## src/hw/rtl/esba_pkg.sv

```systemverilog
// Shared types and constants of the even-spread block allocator.
package esba_pkg;

  localparam int DATA_W    = 16;
  localparam int NODE_W    = 6;
  localparam int DIV_STEPS = 2;
  localparam int DIV_CNT_W = 1;

  localparam logic MODE_ALLOC = 1'b0;
  localparam logic MODE_LOAD  = 1'b1;

  localparam logic STATUS_OK      = 1'b0;
  localparam logic STATUS_REFUSED = 1'b1;

  typedef struct packed {
    logic              mode;
    logic [DATA_W-1:0] request_blocks;
    logic [NODE_W-1:0] node_select;
    logic [DATA_W-1:0] load_value;
  } in_item_t;

  typedef struct packed {
    logic              status;
    logic [NODE_W-1:0] short_node;
  } out_item_t;

  typedef enum logic [2:0] {
    ST_IDLE,
    ST_LOAD,
    ST_DIV,
    ST_CHK_RD,
    ST_CHK_CMP,
    ST_UPD_RD,
    ST_UPD_WR,
    ST_RESP
  } state_t;

  typedef struct packed {
    logic capture;
    logic div_step;
    logic mem_rd;
    logic idx_clr;
    logic idx_inc;
    logic upd_wr;
    logic load_wr;
    logic mark_refuse;
    logic emit;
  } cmd_t;

  typedef struct packed {
    logic div_last;
    logic idx_last;
    logic short_hit;
    logic out_free;
  } sts_t;

endpackage

```

## src/hw/rtl/esba_ctrl.sv

```systemverilog
// Controller state machine that sequences load, division, check and update passes.
module esba_ctrl
  import esba_pkg::*;
(
  input  logic clk,
  input  logic rst_n,
  input  logic in_valid,
  input  logic in_load,
  output logic in_ready,
  input  sts_t sts,
  output cmd_t cmd
);

  state_t state_r;
  state_t state_nxt;

  always_ff @(posedge clk) begin
    if (!rst_n) begin
      state_r <= ST_IDLE;
    end else begin
      state_r <= state_nxt;
    end
  end

  always_comb begin
    state_nxt = state_r;
    case (state_r)
      ST_IDLE: begin
        if (in_valid) begin
          state_nxt = in_load ? ST_LOAD : ST_DIV;
        end
      end
      ST_LOAD: begin
        state_nxt = ST_RESP;
      end
      ST_DIV: begin
        if (sts.div_last) begin
          state_nxt = ST_CHK_RD;
        end
      end
      ST_CHK_RD: begin
        state_nxt = ST_CHK_CMP;
      end
      ST_CHK_CMP: begin
        if (sts.short_hit) begin
          state_nxt = ST_RESP;
        end else if (sts.idx_last) begin
          state_nxt = ST_UPD_RD;
        end else begin
          state_nxt = ST_CHK_RD;
        end
      end
      ST_UPD_RD: begin
        state_nxt = ST_UPD_WR;
      end
      ST_UPD_WR: begin
        state_nxt = sts.idx_last ? ST_RESP : ST_UPD_RD;
      end
      ST_RESP: begin
        if (sts.out_free) begin
          state_nxt = ST_IDLE;
        end
      end
      default: begin
        state_nxt = ST_IDLE;
      end
    endcase
  end

  always_comb begin
    cmd      = '0;
    in_ready = 1'b0;
    case (state_r)
      ST_IDLE: begin
        in_ready    = 1'b1;
        cmd.capture = in_valid;
      end
      ST_LOAD: begin
        cmd.load_wr = 1'b1;
      end
      ST_DIV: begin
        cmd.div_step = 1'b1;
      end
      ST_CHK_RD: begin
        cmd.mem_rd = 1'b1;
      end
      ST_CHK_CMP: begin
        if (sts.short_hit) begin
          cmd.mark_refuse = 1'b1;
        end else if (sts.idx_last) begin
          cmd.idx_clr = 1'b1;
        end else begin
          cmd.idx_inc = 1'b1;
        end
      end
      ST_UPD_RD: begin
        cmd.mem_rd = 1'b1;
      end
      ST_UPD_WR: begin
        cmd.upd_wr  = 1'b1;
        cmd.idx_inc = !sts.idx_last;
      end
      ST_RESP: begin
        cmd.emit = sts.out_free;
      end
      default: begin
        cmd = '0;
      end
    endcase
  end

endmodule

```

## src/hw/rtl/esba_dp.sv

```systemverilog
// Datapath: free-count memory, reciprocal divider, share compare and result register.
module esba_dp
  import esba_pkg::*;
#(
  parameter int NODE_COUNT = 8
) (
  input  logic      clk,
  input  logic      rst_n,
  input  in_item_t  in_item,
  input  cmd_t      cmd,
  output sts_t      sts,
  output logic      out_valid,
  input  logic      out_ready,
  output out_item_t out_item
);

  localparam int IW = (NODE_COUNT > 1) ? $clog2(NODE_COUNT) : 1;
  localparam int RW = $clog2(NODE_COUNT) + 1;
  localparam int SH = DATA_W + $clog2(NODE_COUNT);
  localparam int MW = DATA_W + 2;
  localparam int PW = DATA_W + MW;
  localparam logic [MW-1:0] RECIP =
    MW'((longint'(1) << SH) / longint'(NODE_COUNT) + longint'(1));

  in_item_t            item_r;
  logic [DATA_W-1:0]   quo_r;
  logic [RW-1:0]       rem_r;
  logic [DIV_CNT_W-1:0] div_cnt_r;
  logic [IW-1:0]       idx_r;
  logic [DATA_W-1:0]   mem [NODE_COUNT];
  logic [NODE_COUNT-1:0] vld_r;
  logic [DATA_W-1:0]   rd_data_r;
  logic                rd_vld_r;
  logic                res_status_r;
  logic [NODE_W-1:0]   res_node_r;
  logic                out_valid_r;
  out_item_t           out_r;

  logic [PW-1:0]       quo_prod;
  logic [DATA_W-1:0]   quo_back;
  logic [DATA_W:0]     share;
  logic [DATA_W-1:0]   node_val;
  logic                sel_ok;
  logic [IW-1:0]       wr_addr;
  logic [DATA_W-1:0]   wr_data;
  logic                wr_en;

  assign quo_prod = PW'(item_r.request_blocks) * PW'(RECIP);
  assign quo_back = quo_r * DATA_W'(NODE_COUNT);
  assign share    = (DATA_W+1)'(quo_r) + (DATA_W+1)'(RW'(idx_r) < rem_r);
  assign node_val = rd_vld_r ? rd_data_r : '0;
  assign sel_ok   = (NODE_W+1)'(item_r.node_select) < (NODE_W+1)'(NODE_COUNT);

  always_comb begin
    wr_en   = 1'b0;
    wr_addr = idx_r;
    wr_data = DATA_W'((DATA_W+1)'(node_val) - share);
    if (cmd.load_wr) begin
      wr_en   = sel_ok;
      wr_addr = item_r.node_select[IW-1:0];
      wr_data = item_r.load_value;
    end else if (cmd.upd_wr) begin
      wr_en = 1'b1;
    end
  end

  always_ff @(posedge clk) begin
    if (cmd.capture) begin
      item_r <= in_item;
    end
  end

  always_ff @(posedge clk) begin
    if (!rst_n) begin
      quo_r     <= '0;
      rem_r     <= '0;
      div_cnt_r <= '0;
    end else if (cmd.capture) begin
      quo_r     <= '0;
      rem_r     <= '0;
      div_cnt_r <= '0;
    end else if (cmd.div_step) begin
      if (div_cnt_r == '0) begin
        quo_r <= DATA_W'(quo_prod >> SH);
      end else begin
        rem_r <= RW'(item_r.request_blocks - quo_back);
      end
      div_cnt_r <= div_cnt_r + 1'b1;
    end
  end

  always_ff @(posedge clk) begin
    if (!rst_n) begin
      idx_r <= '0;
    end else if (cmd.capture || cmd.idx_clr) begin
      idx_r <= '0;
    end else if (cmd.idx_inc) begin
      idx_r <= idx_r + 1'b1;
    end
  end

  always_ff @(posedge clk) begin
    if (wr_en) begin
      mem[wr_addr] <= wr_data;
    end
    if (cmd.mem_rd) begin
      rd_data_r <= mem[idx_r];
    end
  end

  always_ff @(posedge clk) begin
    if (!rst_n) begin
      vld_r    <= '0;
      rd_vld_r <= 1'b0;
    end else begin
      if (wr_en) begin
        vld_r[wr_addr] <= 1'b1;
      end
      if (cmd.mem_rd) begin
        rd_vld_r <= vld_r[idx_r];
      end
    end
  end

  always_ff @(posedge clk) begin
    if (!rst_n) begin
      res_status_r <= STATUS_OK;
      res_node_r   <= '0;
    end else if (cmd.capture) begin
      res_status_r <= STATUS_OK;
      res_node_r   <= '0;
    end else if (cmd.mark_refuse) begin
      res_status_r <= STATUS_REFUSED;
      res_node_r   <= NODE_W'(idx_r);
    end
  end

  always_ff @(posedge clk) begin
    if (!rst_n) begin
      out_valid_r <= 1'b0;
    end else if (cmd.emit) begin
      out_valid_r <= 1'b1;
    end else if (out_ready) begin
      out_valid_r <= 1'b0;
    end
  end

  always_ff @(posedge clk) begin
    if (cmd.emit) begin
      out_r.status     <= res_status_r;
      out_r.short_node <= res_node_r;
    end
  end

  assign sts.div_last  = div_cnt_r == DIV_CNT_W'(DIV_STEPS - 1);
  assign sts.idx_last  = idx_r == IW'(NODE_COUNT - 1);
  assign sts.short_hit = (DATA_W+1)'(node_val) < share;
  assign sts.out_free  = !out_valid_r || out_ready;

  assign out_valid = out_valid_r;
  assign out_item  = out_r;

  // The remainder of the divider never reaches the node count.
  a_rem_range: assert property (@(posedge clk) disable iff (!rst_n)
    rem_r < RW'(NODE_COUNT))
    else $error("divider remainder out of range");

  // A refused item names a node that exists.
  a_short_range: assert property (@(posedge clk) disable iff (!rst_n)
    out_valid_r && (out_r.status == STATUS_REFUSED)
      |-> (NODE_W+1)'(out_r.short_node) < (NODE_W+1)'(NODE_COUNT))
    else $error("refused item names a missing node");

  // A granted or loaded item carries node zero.
  a_grant_node: assert property (@(posedge clk) disable iff (!rst_n)
    out_valid_r && (out_r.status == STATUS_OK) |-> out_r.short_node == '0)
    else $error("granted item carries a nonzero node");

  // In the update pass, counts are only rewritten after a read of the same node.
  a_upd_after_rd: assert property (@(posedge clk) disable iff (!rst_n)
    cmd.upd_wr |-> $past(cmd.mem_rd))
    else $error("update write without a preceding read");

endmodule

```

## src/hw/rtl/even_spread_block_allocator_unit.sv

```systemverilog
// Top level of the even-spread block allocator: controller, datapath and ports.
// A load writes an in-range node's count, then shows its result; an item is taken only once the last result is out.
// An allocate item runs the reciprocal division (quotient, then remainder), then a check pass that
// reads and compares each node and, when granted, an update pass that reads and rewrites each node.
// A refusal at node j ends the check pass and gives its result; a waiting result holds the block.
// Reset (rst_n low, synchronous) clears every node count to zero through per-node valid bits.
module even_spread_block_allocator_unit
  import esba_pkg::*;
#(
  parameter int NODE_COUNT = 8
) (
  input  logic      clk,
  input  logic      rst_n,
  input  logic      in_valid,
  output logic      in_ready,
  input  in_item_t  in_item,
  output logic      out_valid,
  input  logic      out_ready,
  output out_item_t out_item
);

  cmd_t cmd;
  sts_t sts;

  esba_ctrl u_ctrl (
    .clk      (clk),
    .rst_n    (rst_n),
    .in_valid (in_valid),
    .in_load  (in_item.mode == MODE_LOAD),
    .in_ready (in_ready),
    .sts      (sts),
    .cmd      (cmd)
  );

  esba_dp #(
    .NODE_COUNT (NODE_COUNT)
  ) u_dp (
    .clk       (clk),
    .rst_n     (rst_n),
    .in_item   (in_item),
    .cmd       (cmd),
    .sts       (sts),
    .out_valid (out_valid),
    .out_ready (out_ready),
    .out_item  (out_item)
  );

endmodule

```

## config.mk

```make
export PLATFORM = sky130hd
export DESIGN_NAME = even_spread_block_allocator_unit
export DESIGN_NICKNAME = d
export VERILOG_FILES = /design/src/hw/rtl/esba_pkg.sv /design/src/hw/rtl/esba_ctrl.sv /design/src/hw/rtl/esba_dp.sv /design/src/hw/rtl/even_spread_block_allocator_unit.sv
export SDC_FILE = /design/constraint.sdc
export NUM_CORES = 1
export LEC_CHECK = 0
export BUFFER_PORTS_ARGS = -buffer_cell sky130_fd_sc_hd__buf_2
export CAP_MARGIN = 20
export CORE_MARGIN = 2
export CORE_UTILIZATION = 54
export CTS_CLUSTER_SIZE = 30
export DETAILED_ROUTE_END_ITERATION = 8
export GPL_TIMING_DRIVEN = 0
export PLACE_DENSITY = 0.83
export SYNTH_ARGS = -nofsm -noshare
export SYNTH_HDL_FRONTEND = slang
export SYNTH_SLANG_ARGS = --single-unit
```

## constraint.sdc

```tcl
create_clock -name clk -period 11.6 [get_ports clk]
set_input_delay 2.32 -clock clk [delete_from_list [all_inputs] [get_ports clk]]
set_output_delay 2.32 -clock clk [all_outputs]
set_load 0.01 [all_outputs]
```

==> metrics.txt, run 1 <==
Final min period=4.82 ns; Worst-Skew Late Latency=roughly 0.5 ns; nature of the critical path endpoint=flip-flop; Layout fillers=between 1000 and 1500; Core Area=approximately 17000 µm²; # IOs=52; DR vias=~6000; Die Y=about 140 µm; Synth Flop Type=edfxtp_1; Longest Clk Path Bufs=3; wire per inst=around 21 µm; number of global-route vias before repair=5910; Worst path max stage delay=0.61 ns; maximum VDD drop=0.163 mV; unrepaired setup endpoints after global routing=false; dpl ws=6.99 ns; fin crit share=between 40% and 50%; largest net degree at the start of global routing=39; fmax=0.208 GHz; starting density of the core=55.4%; Post-DRT Antenna Nets=0; critical path class=flip-flop to flip-flop; Worst Skew=just over 0.009 ns; Leakage=around 3.8 nW; Routed WL=20.8 mm; CTS clk-pin slew, worst paths=0.06 ns; crit path cell chain=buf_2 -> nand2b_1 -> a21o_1 -> a21oi_1 -> or2_2 -> ha_1 -> ha_1 -> nand2_1 -> nor2_1 -> xnor2_1 -> ha_1 -> a21oi_2 -> o21ai_1 -> a221oi_2 -> and2_1 -> nand2_1 -> a31oi_1; total global routing overflow=0; DRC errors left=0; Setup Fix Bufs, Post-CTS=0; status=finished clean; clk sinks=224; Worst Hold Slack=0.432 ns; CTS Root Buffer Type=clkbuf_16; worst setup margin=roughly 6.8 ns; Startpoint Class=flip-flop; initial antenna violation count=0; DR iter-0 viols=between 600 and 700; DRT Pass-1 Iters=5; GPL Wtd Cong=0.890; first-pass GRT wire length=between 30 and 40 mm; Max-Cap Viols=0; H-tree Lvls=1; headroom to the max-slew limit=between 40% and 50%; Avg Cell Area, Syn=approximately 14 µm²; worst-path maximum fanout=10; Hold Buf Count CTS=0; CTS tree=built; power per cell area=around 290 nW/µm²; Layout area overhead=14.6%; measured slew at the worst slew-check pin=0.884 ns; Avg Vias per Cell=5.95; area of the multi-input gates=3090 µm²; ANT cells=0; post-synthesis cell count=approximately 680; row count=48; CP required=11.80 ns; Synth Register Bits=approximately 220; count of flip-flops with a built-in enable after synthesis=186; Total Neg Setup Slack=0 ns; final hold viol count=0; ys async rst share=0%; Pwr Total=3.13 mW; Distinct cells, synth=52; Final #Nets=around 830; post-synthesis sequential area ratio=66.2%; CTS buffer count=22; Die Wd=137 µm; port buffer count=48; final setup vio count=0; Mapped Area=roughly 9600 µm²; CP arrival=~5 ns; cts repair resizes=0; sequential cell area=approximately 6300 µm²; DIE AREA=18800 µm²; total track usage=around 23%; share of cells above drive strength 1=19.8%; yosys warns=0; CP max stage cell=a31oi_1; Worst path most repeated cell=ha_1; worst hold path class=flip-flop to flip-flop; Detail Placement HPWL=13.9 mm; Max Slew Vio Count=0
## synthesized netlist by cell type, types with 7 or more instances
master	count	area share, %
a31oi_1	8	0.52
xnor2_1	9	0.82
o21ai_0	16	0.84
xor2_1	14	1.3
mux2i_1	11	1.1
mux4_2	34	8.0
and2_1	17	1.1
dfxtp_1	38	7.9
nand2b_1	7	0.46
nor3_1	7	0.37
clkbuf_1	21	0.82
inv_1	9	0.35
nand3_1	16	0.84
nand2_1	113	4.4
a21oi_1	36	1.9
o21a_1	8	0.63
edfxtp_1	186	58
ha_1	21	2.7
nor2_1	42	1.6
## layout by cell type, fill, tap and decap left out, types with 3 or more instances in the layout
cell         n
dfxtp_1     38
nor2_1      33
inv_1        8
and3_1       5
conb_1       3
nand2b_1     7
nand2_1    113
mux4_2      34
clkinv_1     5
xor2_1      14
a31oi_1      8
nor3b_1      3
o21ai_0     16
mux2i_1     11
buf_8        6
buf_2       54
buf_16       3
clkinv_2     6
a211oi_1     5
xnor2_1      9
nor2b_1      5
a21oi_2      3
nand3_1     16
clkbuf_16   23
clkbuf_1    23
ha_1        21
nor3_1       7
edfxtp_1   186
a21oi_1     36
o21a_1       8
nor2_2       9
a21o_1       6
o31ai_1      3
and2_1      17
buf_4        4
## logic make-up (layout without fill, tap and decap cells)
logic type	count (synthesis)	count (layout)	share of synthesized area [%]
other	1	3	0.0391
AO/OA/AOI/OAI	105	105	7.30
XOR/XNOR	23	23	2.10
multiplexers	45	45	9.14
buffers and inverters	41	138	1.84
flip-flops	224	224	66.2
AND/OR/NAND/NOR	223	223	10.4
adder cells (fa/ha/maj)	22	22	2.95
## worst max-delay path, delay by kind of cell (launching register included)
kind            cells  cell delay (ns)
buf+inv             1             0.34
flops               1             0.42
simple gates        6             0.93
compound gates      6             1.67
fa+ha+maj           3             0.89
xor+xnor            1             0.26
## registers in the layout, indices dropped and copies added (netlist names), 3 cells and up
| register | flops |
|---|---|
| u_dp.mem | 128 |
| u_dp.item_r | 38 |
| u_dp.rd_data_r | 16 |
| u_dp.quo_r | 13 |
| u_dp.vld_r | 8 |
| u_dp.out_item | 4 |
| u_dp.rem_r | 4 |
| u_ctrl.state_r | 3 |
| u_dp.idx_r | 3 |
| u_dp.res_node_r | 3 |
## worst paths after layout
path / startpoint / endpoint / slack (ns) / cells after the start
hold reg to reg: u_dp.res_node_r[2]$_SDFFE_PP0P_ / u_dp.out_item[2]$_DFFE_PP_ / 0.43 / 0
setup reg to reg: u_dp.idx_r[0]$_SDFFE_PP0P_ / u_dp.mem[4][15]$_DFFE_PP_ / 6.78 / 17
hold / removal: u_dp.res_node_r[2]$_SDFFE_PP0P_ / u_dp.out_item[2]$_DFFE_PP_ / 0.43 / 0
setup / recovery: u_dp.idx_r[0]$_SDFFE_PP0P_ / u_dp.mem[4][15]$_DFFE_PP_ / 6.78 / 17
## where the power goes
group	internal, mW	switching (mW)	total (mW)
combinational	0.388	0.765	1.15
sequential	1.27	0.0518	1.32
clock	0.373	0.284	0.657
## through the flow
| step | utilization (%) | std cells | instance area [µm²] |
|---|---|---|---|
| floorplan | - | 686 | 9590 |
| global placement | 58.5 | 959 | 10100 |
| detailed placement | 59.6 | 968 | 10300 |
| CTS | 63.5 | 1008 | 11000 |
| global route | 63.5 | 1008 | 11000 |
| finish | 63.5 | 1008 | 11000 |
## layer usage
layer / vias to the layer above / global-route usage, % / part of all wire [%]
li1: 2735 / - / -
met1: 2944 / 30.4 / 40
met2: 271 / 39.7 / 50
met3: 44 / 3.50 / 7.5
met4: 0 / 6.87 / 2.2
met5: - / 0 / 0
## layout make-up
type	instances	share of cell area, %
buffer	31	1.26
clock buffer	27	5.56
clock inverter	13	0.581
inverter	10	0.342
multi-input combinational	421	28.1
sequential	224	57.8
tap	225	2.56
timing repair buffer	57	3.76
(Power assumes the default switching activity.)
==> inputs of run 2 (changes only) <==
PLACE_DENSITY = 0.86   (was 0.83)
clock period = 4.1 ns   (was 11.6 ns; I/O delays follow)
==> run 2 against run 1 <==
- worst setup slack worse by 6.6 ns
- combinational power increased to 3.3 times the previous value
- via count is 4.1% higher
- non-clock buffer count grew 8
- wire length is 7.0% higher
- register-to-register slack worse by 6.6 ns
- clock power rose to 3.1 times the previous value
- first-iteration DRC count is 9.8% higher
- sequential power rose to 2.8 times the previous value
- clock skew is 0.0015 ns higher
==> metrics.txt, run 2 (synthesis gave the netlist of run 1 again) <==
power per cell area=roughly 850 nW/µm²; Final #Nets=840; Final min period=3.92 ns; P_int=6.15 mW; starting density of the core=between 50% and 60%; crit path cell chain=buf_8 -> nand2b_1 -> a21o_1 -> a21oi_1 -> or2_2 -> ha_2 -> ha_1 -> nand2_1 -> nor2_1 -> xnor2_1 -> ha_1 -> a21oi_2 -> o21ai_1 -> a221oi_4 -> and2_1 -> nand2_1 -> a31oi_4; Total Neg Setup Slack=0 ns; CP bufs+invs=1; Detail Placement HPWL=14.3 mm; Worst-Skew Late Latency=0.50 ns; fin cells=1015; Max-Cap Viols=0; headroom to the max-slew limit=between 30% and 40%; # IOs=52; worst setup margin=between 0.15 and 0.2 ns; Leakage=3.89 nW; fin crit share=95.6%; CTS Root Buffer Type=clkbuf_16; sequential cell area=6350 µm²; Longest Clk Path Bufs=3; Top Registers=u_dp.mem x128, u_dp.item_r x38, u_dp.rd_data_r x16; Max Slew Vio Count=0; CTS clk-pin slew, worst paths=0.06 ns; row count=48; measured slew at the worst slew-check pin=just under 1 ns; critical path class=flip-flop to flip-flop; total track usage=24.6%; Worst Hold Slack=0.442 ns; dpl cells=968; clock network power share=21.4%; Die Y=around 140 µm; Worst Skew=roughly 0.011 ns; worst-path maximum fanout=10; Die Wd=137 µm; Seq pwr share=approximately two fifths; switching portion of total power=35.4%; Startpoint Class=flip-flop; met3 Use GR=4.97%; area of the multi-input gates=3170 µm²; DR iter-0 viols=727; DRC errors left=0; number of global-route vias before repair=between 6000 and 7000; most frequent cells in the layout=edfxtp_1 (186), nand2_1 (113), buf_2 (53); Hold Buf Count CTS=0; worst hold path class=flip-flop to flip-flop; largest net degree at the start of global routing=39; GPL Wtd Cong=0.943; ANT cells=0; port buffer count=48; DIE AREA=approximately 19000 µm²; NetSw=3.37 mW; total global routing overflow=0; Layout fillers=about 1200; status=finished clean; final setup vio count=0; DRT Pass-1 Iters=5; CP required=4.39 ns; Layout area overhead=17.1%; Core Area=17300 µm²; CP max stage cell=dfxtp_2; Largest register FFs=128; clk sinks=224; final hold viol count=0; met1 Usage GRT=a little under a third; Avg Vias per Cell=6.15; fmax=0.255 GHz; commonest non-fill, non-tap cell in the layout=edfxtp_1; CTS buffer count=22; CTS tree=built; DR vias=6238; dpl ws=-0.559 ns; initial antenna violation count=0; Routed WL=22.3 mm; CP top delay family=compound AO/OA/AOI/OAI gates; Worst path max stage delay=0.40 ns; H-tree Lvls=1; wire per inst=22.0 µm; maximum VDD drop=0.415 mV; combinational share of power=around 40%; first-pass GRT wire length=roughly 34 mm; share of cells above drive strength 1=between 20% and 30%; CP arrival=4.21 ns; nature of the critical path endpoint=flip-flop; Post-DRT Antenna Nets=0; gr busiest metal=met2; Top reg by flops=u_dp.mem; met2 Usage GRT=41.0%
-- run 2: layout make-up --
| class | count | area share (%) |
|---|---|---|
| Sequential cell | 224 | 56.6 |
| Multi-Input combinational cell | 421 | 28.3 |
| Clock buffer | 27 | 5.26 |
| Timing Repair Buffer | 65 | 4.53 |
| Tap cell | 225 | 2.51 |
| Buffer | 31 | 1.33 |
| Clock inverter | 12 | 1.19 |
| Inverter | 10 | 0.335 |
-- run 2: repair_timing --
item                       4_1_cts  5_1_grt
gates resized for setup         11       14
setup endpoints to repair       69       79
pin swaps                        1       14
setup buffers                    2        6
-- run 2: per-stage QoR --
stage	util [%]	instance area, µm²	total power [mW]
3_5_place_dp	59.8	10300	7.01
4_1_cts	64.4	11100	9.22
6_report	64.9	11200	9.52
3_3_place_gp	58.5	10100	6.82
2_1_floorplan	-	9590	6.04
5_1_grt	64.9	11200	9.95
-- run 2: power groups by stage --
stage               clock network [mW]  registers, mW  logic (mW)
floorplan                            0           3.72        2.32
CTS                               2.05           3.74        3.43
global placement                     0           3.78        3.04
finish                            2.04           3.75        3.74
global route                      2.15           3.77        4.03
detailed placement                   0           3.78        3.23
-- run 2: routing by layer --
metal	up-vias	part of all wire, %
met5	-	0
met4	0	4.1
met3	83	9.0
met2	377	50
met1	3039	37
li1	2739	-
-- run 2: worst paths after layout --
path,from,end,slack (ns),cells after the start
worst max register to register,u_dp.idx_r[0]$_SDFFE_PP0P_,u_dp.mem[7][15]$_DFFE_PP_,0.18,17
worst max-delay path,u_dp.idx_r[0]$_SDFFE_PP0P_,u_dp.mem[7][15]$_DFFE_PP_,0.18,17
worst min-delay path,u_dp.res_node_r[0]$_SDFFE_PP0P_,u_dp.out_item[0]$_DFFE_PP_,0.44,0
worst min register to register,u_dp.res_node_r[0]$_SDFFE_PP0P_,u_dp.out_item[0]$_DFFE_PP_,0.44,0
